## config.mk

```make
export PLATFORM = sky130hd
export DESIGN_NAME = pip_back
export DESIGN_NICKNAME = d
export VERILOG_FILES = /design/src/pip_pkg.sv /design/src/pip_back.sv
export SDC_FILE = /design/constraint.sdc
export NUM_CORES = 1
export LEC_CHECK = 0
export ABC_CLOCK_PERIOD_IN_PS = 3400
export BUFFER_PORTS_ARGS = -buffer_cell sky130_fd_sc_hd__buf_2
export CAP_MARGIN = 20
export CORE_AREA = 8 8 45 47
export DETAILED_ROUTE_END_ITERATION = 16
export DIE_AREA = 0 0 53 55
export GPL_TIMING_DRIVEN = 0
export SLEW_MARGIN = 10
export SYNTH_ARGS = -nofsm -noshare
export SYNTH_HDL_FRONTEND = slang
export SYNTH_SLANG_ARGS = --single-unit
```

## constraint.sdc

```tcl
create_clock -name clk_i -period 3.4 [get_ports clk_i]
set_clock_uncertainty 0.1 [all_clocks]
set_input_delay 0.68 -clock clk_i [delete_from_list [all_inputs] [get_ports clk_i]]
set_output_delay 0.68 -clock clk_i [all_outputs]
set_load 0.05 [all_outputs]
```

## src/pip_pkg.sv

```systemverilog
// Shared types and constants of the point-in-polygon block.
package pip_pkg;

  // decoupling queue between edge classifier and parity back end
  localparam int unsigned QUEUE_DEPTH = 8;
  localparam int unsigned QUEUE_AW    = $clog2(QUEUE_DEPTH);
  localparam int unsigned QUEUE_CW    = $clog2(QUEUE_DEPTH + 1);

  // configuration register indexes
  localparam int unsigned CFG_INDEX_W = 1;
  localparam logic [CFG_INDEX_W-1:0] CFG_QUERY_X = 1'b0;
  localparam logic [CFG_INDEX_W-1:0] CFG_QUERY_Y = 1'b1;

  // structure flags of one vertex, implied ends already folded in
  typedef struct packed {
    logic first;
    logic end_ring;
    logic end_poly;
    logic end_geom;
  } pip_flags_t;

  // classified vertex handed from front to back
  typedef struct packed {
    pip_flags_t flags;
    logic       tog_in;
    logic       tog_close;
  } pip_rec_t;

endpackage

```

## src/pip_back.sv

```systemverilog
// Back end: ring parity, hole and polygon combining, result register.
module pip_back import pip_pkg::*; (
  input  logic     clk_i,
  input  logic     rst_ni,
  input  logic     empty_i,
  input  pip_rec_t rec_i,
  output logic     pop_o,
  output logic     out_valid_o,
  input  logic     out_stall_i,
  output logic     inside_res_o
);

  logic parity_q, parity_d;
  logic outer_q, outer_d;
  logic holds_q, holds_d;
  logic hit_q, hit_d;
  logic out_valid_q, out_valid_d;
  logic inside_q, inside_d;

  // only a geometry end needs the result register free
  assign pop_o = !empty_i && (!rec_i.flags.end_geom || !out_valid_q || !out_stall_i);

  always_comb begin
    parity_d    = parity_q;
    outer_d     = outer_q;
    holds_d     = holds_q;
    hit_d       = hit_q;
    inside_d    = inside_q;
    out_valid_d = out_valid_q && out_stall_i;
    if (pop_o) begin
      if (rec_i.flags.first) begin
        parity_d = 1'b0;
      end
      if (rec_i.tog_in) begin
        parity_d = !parity_d;
      end
      if (rec_i.flags.end_ring) begin
        if (rec_i.tog_close) begin
          parity_d = !parity_d;
        end
        if (outer_d) begin
          holds_d = parity_d;
        end else if (parity_d) begin
          holds_d = 1'b0;   // point sits in a hole
        end
        outer_d  = 1'b0;
        parity_d = 1'b0;
      end
      if (rec_i.flags.end_poly) begin
        hit_d   = hit_d || holds_d;
        holds_d = 1'b0;
        outer_d = 1'b1;
      end
      if (rec_i.flags.end_geom) begin
        inside_d    = hit_d;
        out_valid_d = 1'b1;
        hit_d       = 1'b0;
        holds_d     = 1'b0;
        parity_d    = 1'b0;
        outer_d     = 1'b1;
      end
    end
  end

  always_ff @(posedge clk_i or negedge rst_ni) begin
    if (!rst_ni) begin
      parity_q    <= 1'b0;
      outer_q     <= 1'b1;
      holds_q     <= 1'b0;
      hit_q       <= 1'b0;
      out_valid_q <= 1'b0;
    end else begin
      parity_q    <= parity_d;
      outer_q     <= outer_d;
      holds_q     <= holds_d;
      hit_q       <= hit_d;
      out_valid_q <= out_valid_d;
    end
  end

  always_ff @(posedge clk_i) begin
    inside_q <= inside_d;
  end

  assign out_valid_o  = out_valid_q;
  assign inside_res_o = inside_q;

endmodule

```

==> flow_metrics.tcl <==
set metrics [dict create \
    cts_inserted_buffers 3 \
    synth-seq-cells 6 \
    cts_max_level 1 \
    reg2reg_depth 4 \
    synth_warnings 0 \
    wl_per_cell_um 13.4 \
    area_delta_synth_final_pct 30.5 \
    root_buffer "clkbuf_4" \
    grt_max_degree 8 \
    place_congestion 0.723 \
    drt_iter0_markers 6 \
    seq_area_frac_synth 0.448 \
    crit_start "out_stall_i" \
    final_util 0.329 \
    arrival_ns 1.49 \
    fmax_mhz 440 \
    antenna_found_initial 0 \
    fin_crit_sh 0.668 \
    cts_setup_buffers 0 \
    cp.required_ns 2.62 \
    async_flop_share 0.833 \
    end_kind "output pin" \
    layout-drive-gt1-share 0.365 \
    fin_setup_tns_ns 0 \
    status "finished clean" \
    syn_inst 36 \
    first_pass_iters 3 \
    worstSetupStartpointType "primary input" \
    worst_slack_ns 1.13 \
    worstSkewPairLatency_ns 0.25 \
    ant_nets 0 \
    synth_cell_type_count 20 \
    hold_viol 0 \
    numPortBuffers 12 \
    routed_wl_um 908 \
    holdBufCountCts 0 \
    grt_overflow 0 \
    dpl.cell_count 64 \
    netlist_area_um2 349 \
    grt_pass1_vias 323 \
    critPathKind "in2out" \
    pin_count 13 \
    die-area_um2 2920 \
    grt_pass1_wl_um 1460 \
    final_cells 68 \
    clock_sinks 6 \
    final_common_cell "buf_2" \
    core_um2 1380 \
    ys.flop_type "dfrtp_1" \
    synth_edf_count 1 \
    path_max_fanout 5 \
    cts_tree "built" \
    nets 63 \
    floorplan.rows 14 \
    vias 342 \
    fp.dieH_um 55 \
    hp-class "in2async" \
    worst_slew_pin_slew_ns 0.404 \
    syn_nets 46 \
    worstReg2RegStart "parity_q$_DFFE_PN0P_" \
    postSynthAreaPerCell_um2 9.70 \
    antenna_cells 0 \
    die_x_um 53 \
    ir_worst_vdd_mv 0.0986 \
    finalSetupViolations 0 \
    remaining_drc_errors 0 \
    grt.total_usage 0.0739 \
    min_period_ns 2.27 \
    post-dp-hpwl_um 731 \
    final_cell_mix "buf_2 (12), nand2_1 (5), nand3_1 (4), dfrtp_1 (4), clkbuf_4 (3)" \
    drv_cap 0 \
    p_per_area_nw_per_um2 446 \
    ctsResizeCount 0 \
    clockBufferDepth 2 \
    slew_headroom 0.729 \
    final_max_slew_viol_count 0 \
    start_util 0.252 \
    p_leak_nw 0.220 \
    clkTransAtPathRegs_ns 0.05 \
    rsz0062_at_grt "false" \
    via_per_inst 5.03 \
    pre_cts_ws_ns 1.12 \
]
[cell type report]
type / count / area (um2)
clock buffer: 4 / 26.3
multi-input combinational: 28 / 185
sequential: 6 / 156
tap: 16 / 20.0
inverter: 2 / 7.51
timing repair buffer: 12 / 60.1
fill: 160 / 928
[worst paths after layout]
path	endpoint	slack, ns
worst max register to register	inside_res_o$_DFFE_PP_	1.95
worst min register to register	outer_q$_DFFE_PN1P_	0.38
worst min-delay path	holds_q$_DFFE_PN0P_	0.13
min in group clk_i	outer_q$_DFFE_PN1P_	0.38
worst max-delay path	pop_o	1.13
max in group asynchronous	outer_q$_DFFE_PN1P_	2.85
[flip-flops by register name, indices dropped and copies added (netlist names)]
signal,count
outer_q,1
out_valid_o,1
inside_res_o,1
hit_q,1
parity_q,1
holds_q,1
[layer usage]
layer,up-vias,wire (um),global-route usage
met5,-,0,0
met4,0,35,0.0905
met3,4,89,0.0374
met2,14,386,0.0996
met1,158,396,0.0749
li1,166,-,-
[stage by stage]
step           power, mW  area, um2  hold slack, ns
6_report           0.203        455           0.133
5_1_grt            0.216        455           0.134
4_1_cts            0.206        455           0.131
3_5_place_dp       0.129        429           0.374
3_3_place_gp       0.128        429           0.359
2_1_floorplan      0.112        349           0.284
[power breakdown]
part / leakage, nW / internal, mW / switching (mW)
clock: 0.0150 / 0.0448 / 0.0304
sequential: 0.0736 / 0.0799 / 0.00399
combinational: 0.131 / 0.0159 / 0.0280
total: 0.220 / 0.141 / 0.0624
[cell usage after synthesis (2+ instances only)]
cell type / n / area (um2)
nand4_1: 2 / 12.5
dfrtp_1: 4 / 100
a31oi_1: 2 / 12.5
xnor2_2: 2 / 32.5
inv_1: 2 / 7.51
nand2_1: 5 / 18.8
o31ai_1: 2 / 15.0
a21o_1: 2 / 15.0
nand3_1: 4 / 20.0
[worst max-delay path, cell delays in order]
cell	delay [ns]
buf_2	0.11
a31oi_1	0.35
buf_2	0.35
[logic make-up after synthesis]
logic type,after synthesis,share of synthesized area
AO/OA/AOI/OAI,10,0.201
XOR/XNOR,2,0.0932
buffers and inverters,2,0.0215
flip-flops,6,0.448
AND/OR/NAND/NOR,16,0.237
(Power assumes the default switching activity.)
