===== src/pip_pkg.sv =====
// Shared types and constants of the point-in-polygon block.
package pip_pkg;

  // decoupling queue between edge classifier and parity back end
  localparam int unsigned QUEUE_DEPTH = 8;
  localparam int unsigned QUEUE_AW    = $clog2(QUEUE_DEPTH);
  localparam int unsigned QUEUE_CW    = $clog2(QUEUE_DEPTH + 1);

  // configuration register indexes
  localparam int unsigned CFG_INDEX_W = 1;
  localparam logic [CFG_INDEX_W-1:0] CFG_QUERY_X = 1'b0;
  localparam logic [CFG_INDEX_W-1:0] CFG_QUERY_Y = 1'b1;

  // structure flags of one vertex, implied ends already folded in
  typedef struct packed {
    logic first;
    logic end_ring;
    logic end_poly;
    logic end_geom;
  } pip_flags_t;

  // classified vertex handed from front to back
  typedef struct packed {
    pip_flags_t flags;
    logic       tog_in;
    logic       tog_close;
  } pip_rec_t;

endpackage


===== src/pip_queue.sv =====
// Small FIFO of classified vertices between front and back.
module pip_queue import pip_pkg::*; (
  input  logic     clk_i,
  input  logic     rst_ni,
  input  logic     push_i,
  input  pip_rec_t wdata_i,
  input  logic     pop_i,
  output logic     empty_o,
  output pip_rec_t rdata_o
);

  pip_rec_t            slot_q [QUEUE_DEPTH];
  logic [QUEUE_AW-1:0] wr_ptr_q, rd_ptr_q;
  logic [QUEUE_CW-1:0] count_q;

  always_ff @(posedge clk_i) begin
    if (push_i) begin
      slot_q[wr_ptr_q] <= wdata_i;
    end
  end

  always_ff @(posedge clk_i or negedge rst_ni) begin
    if (!rst_ni) begin
      wr_ptr_q <= '0;
      rd_ptr_q <= '0;
      count_q  <= '0;
    end else begin
      if (push_i) begin
        wr_ptr_q <= wr_ptr_q + QUEUE_AW'(1);
      end
      if (pop_i) begin
        rd_ptr_q <= rd_ptr_q + QUEUE_AW'(1);
      end
      case ({push_i, pop_i})
        2'b10:   count_q <= count_q + QUEUE_CW'(1);
        2'b01:   count_q <= count_q - QUEUE_CW'(1);
        default: count_q <= count_q;
      endcase
    end
  end

  assign empty_o = (count_q == '0);
  assign rdata_o = slot_q[rd_ptr_q];

endmodule


===== config.mk =====
export PLATFORM = sky130hd
export DESIGN_NAME = pip_queue
export DESIGN_NICKNAME = d
export VERILOG_FILES = /design/src/pip_pkg.sv /design/src/pip_queue.sv
export SDC_FILE = /design/constraint.sdc
export NUM_CORES = 1
export LEC_CHECK = 0
export BUFFER_PORTS_ARGS = -buffer_cell sky130_fd_sc_hd__buf_2
export CAP_MARGIN = 40
export CORE_MARGIN = 5
export CORE_UTILIZATION = 56
export DETAILED_ROUTE_END_ITERATION = 16
export PLACE_DENSITY = 0.76
export SLEW_MARGIN = 20
export SYNTH_ARGS = -nofsm -noshare
export SYNTH_HDL_FRONTEND = slang
export SYNTH_SLANG_ARGS = --single-unit

===== constraint.sdc =====
create_clock -name clk_i -period 3 [get_ports clk_i]
set_clock_uncertainty 0.05 [all_clocks]
set_input_delay 0.15 -clock clk_i [delete_from_list [all_inputs] [get_ports clk_i]]
set_output_delay 0.15 -clock clk_i [all_outputs]
set_load 0.01 [all_outputs]

==> results.md <==
| Parameter | Value |
| --- | --- |
| Number of buffers added on ports | 16 |
| Number of top-level design ports | 17 |
| Slowest CP cell | sky130_fd_sc_hd__dfrtp_1 |
| Total leakage power | 1.01 nW |
| Grt total ovfl | 0 |
| Number of vias in the routed layout | 1,158 |
| CP Data Required Time | 2.80 ns |
| Data arrival at the endpoint of the critical path | 2.18 ns |
| Clock transition at the registers of the reported paths | 0.06 ns |
| MaxCap Viol Count | 0 |
| Sort of element at the end of the critical path | output port |
| Critical setup path kind | reg2out |
| Global-route track usage on met3 | 0.0356 |
| All-Layer GR Usage | 0.160 |
| Final HPWL DP | 2.60 mm |
| Pin count of the biggest net entering global routing | 15 |
| Clock buffers created by TritonCTS | 9 |
| Number of nets with antenna violations after detailed routing | 0 |
| Worst slack, placed | 0.950 ns |
| Post-route minimum period | 2.38 ns |
| Number of cell rows | 23 |
| Post-route cell area | 2730 um2 |
| Total power draw | 2.52 mW |
| CTS-repair resized insts | 0 |
| # H-tree levels | 3 |
| Total wirelength of the detailed-routed design | 3.90 mm |
| Rel. slew slack | 0.524 |
| Classification of the worst-slack hold path | in2reg |
| Ratio of routed vias to standard cells | 5.70 |
| Synthesized area divided by synthesized cell count | 19.7 um2 |
| Cell area power density | 924 nW/um2 |
| Synthesis-to-finish area growth | 13.8% |
| Multi-input gate area in the final layout | 684 um2 |
| Vias in the first global route | 1,219 |
| Buffer cell driving the clock tree root | sky130_fd_sc_hd__clkbuf_8 |
| Largest delay contributor family on the critical path | multiplexers |
| Number of standard cells after synthesis | 122 |
| Die span in y | 75.4 um |
| Mapped Nets | 137 |
| 1st-iter DRT viols | 79 |
| Initial Utilization | 0.587 |
| Remaining DRCs | 0 |
| Fillcell total | 285 |
| Worst path bufs/invs | 1 |
| Leading cell types in the layout, fill and taps excluded | sky130_fd_sc_hd__edfxtp_1, sky130_fd_sc_hd__buf_2, sky130_fd_sc_hd__mux4_1 |
| Area of the placeable core | 4090 um2 |
| Hold slack final | 0.0380 ns |
| Non-filler instance count after layout | 203 |
| Worst path setup slack after routing | 0.618 ns |
| Die area | 5690 um2 |
| Unique cell type count in the Yosys netlist | 22 |
| CTS tree | done |
| Slew of the pin with the lowest slew margin | 0.712 ns |
| Netlist Area Pre-Place | 2400 um2 |
| Setup TNS Final | 0 ns |
| Maximum buffer depth of the clock tree | 2 |
| Core utilization of the finished layout | 0.668 |
| Met1 GRT Util | 0.193 |
| Wire length of the first global-routing pass | 6.04 mm |
| Ratio of cells with drive above 1 in the final layout | 0.275 |
| Area used by sequential logic in the layout | 1690 um2 |
| Max Fanout on Critical Path | 14 |
| GP Congestion | 0.665 |
| Max-slew violation count | 0 |
| Drt wl/cell | 19.2 um |
| Run status | finished clean |
| Cell Chain, Critical Path | mux4_1 -> mux2_2 -> buf_2 |
| Post-synthesis register bit count | 58 |
| Startpoint type of the worst setup path | register |
| Antenna diode instance count | 0 |
| Number of search-and-repair iterations in the first detailed-routing pass | 4 |
| Sequential element share of the synthesized area | 0.705 |
| IR Drop Worst-Case VDD | 0.558 mV |
| Placed cells | 187 |
| Clock latency on the worst-skew pair | 0.33 ns |
| Portion of the clock cycle consumed by the worst path in the final layout | 0.794 |
| Final Hold Viols | 0 |
| Most common cell after layout, fill and taps aside | sky130_fd_sc_hd__edfxtp_1 |
| Placed standard-cell area | 2540 um2 |
| Total Nets Final | 164 |
| DIE WIDTH | 75.4 um |
| Most heavily used metal layer in global routing | met2 |
| Final count of negative-setup-slack endpoints | 0 |
| Setup repair after global routing missed its margin | false |
| Met2 track utilization from global routing | 0.261 |
| Initial antenna violation count | 0 |
| Number of sinks on the clock net | 58 |
| Top achievable clock speed | 420 MHz |
| Total of warnings raised by yosys | 0 |
| Longest individual stage delay on the worst path | 0.79 ns |
-- power by group --
group / internal (mW) / total [mW] / switching, mW / leakage, nW
logic: 0.371 / 0.632 / 0.261 / 0.360
clock network: 0.374 / 0.664 / 0.290 / 0.0986
registers: 1.04 / 1.23 / 0.183 / 0.553
total: 1.79 / 2.52 / 0.734 / 1.01
-- state kept, by name, indices dropped and copies added (netlist names) --
signal,count
slot_q,48
wr_ptr_q,3
count_q,4
rd_ptr_q,3
-- cells in the mapped netlist --
master,n,area (um2)
sky130_fd_sc_hd__inv_1,1,3.75
sky130_fd_sc_hd__buf_1,1,3.75
sky130_fd_sc_hd__buf_6,1,11.3
sky130_fd_sc_hd__or4b_1,1,10.0
sky130_fd_sc_hd__a21oi_1,1,5.00
sky130_fd_sc_hd__nor2_1,7,26.3
sky130_fd_sc_hd__mux2_2,9,101
sky130_fd_sc_hd__or3_1,1,6.26
sky130_fd_sc_hd__nor3_1,2,10.0
sky130_fd_sc_hd__a31oi_1,1,6.26
sky130_fd_sc_hd__xnor2_1,3,26.3
sky130_fd_sc_hd__nand3b_1,1,7.51
sky130_fd_sc_hd__ha_1,5,62.6
sky130_fd_sc_hd__nand2_1,5,18.8
sky130_fd_sc_hd__mux4_1,12,315
sky130_fd_sc_hd__edfxtp_1,48,1440
sky130_fd_sc_hd__o21ai_0,1,5.00
sky130_fd_sc_hd__clkbuf_1,1,3.75
sky130_fd_sc_hd__xor2_1,6,52.6
sky130_fd_sc_hd__nor4_1,1,6.26
sky130_fd_sc_hd__nand2b_1,4,25.0
sky130_fd_sc_hd__dfrtp_1,10,250
-- cell families (layout without fill, tap and decap cells) --
kind of cell | count (synthesis) | in the layout | share of synthesized area
flip-flops | 58 | 58 | 0.705
AND/OR/NAND/NOR | 22 | 22 | 0.0459
multiplexers | 21 | 21 | 0.174
XOR/XNOR | 9 | 9 | 0.0329
adder cells (fa/ha/maj) | 5 | 5 | 0.0261
buffers and inverters | 4 | 35 | 0.00938
AO/OA/AOI/OAI | 3 | 3 | 0.00678
-- metal layers --
layer	up-vias	share of wire
met4	0	0.027
met1	577	0.43
met3	10	0.041
li1	546	-
met5	-	0
met2	25	0.50
-- worst paths after layout --
check	startpoint	endpoint	slack [ns]	cells past startpoint
max in group asynchronous	rst_ni	count_q[0]$_DFFE_PN0P_	2.53	2
min in group asynchronous	rst_ni	wr_ptr_q[2]$_DFFE_PN0P_	0.17	2
worst min-delay path	push_i	wr_ptr_q[0]$_DFFE_PN0P_	0.04	2
worst max-delay path	rd_ptr_q[0]$_DFFE_PN0P_	rdata_o[2]	0.62	3
worst max register to register	wr_ptr_q[2]$_DFFE_PN0P_	slot_q[2][0]$_DFFE_PP_	1.38	2
worst min register to register	count_q[3]$_DFFE_PN0P_	count_q[3]$_DFFE_PN0P_	0.43	1
-- area by class of cell --
cell class / instances / share of cell area
clock buffer: 9 / 0.0454
clock inverter: 6 / 0.0215
inverter: 1 / 0.00137
multi-input combinational: 60 / 0.251
sequential: 58 / 0.620
tap: 50 / 0.0229
timing repair buffer: 19 / 0.0385
-- what timing repair did --
action	in CTS	in global routing
hold buffers	1	0
hold endpoints to repair	10	0
setup buffers	0	0
Note: power is estimated with default switching activity, not from simulation.
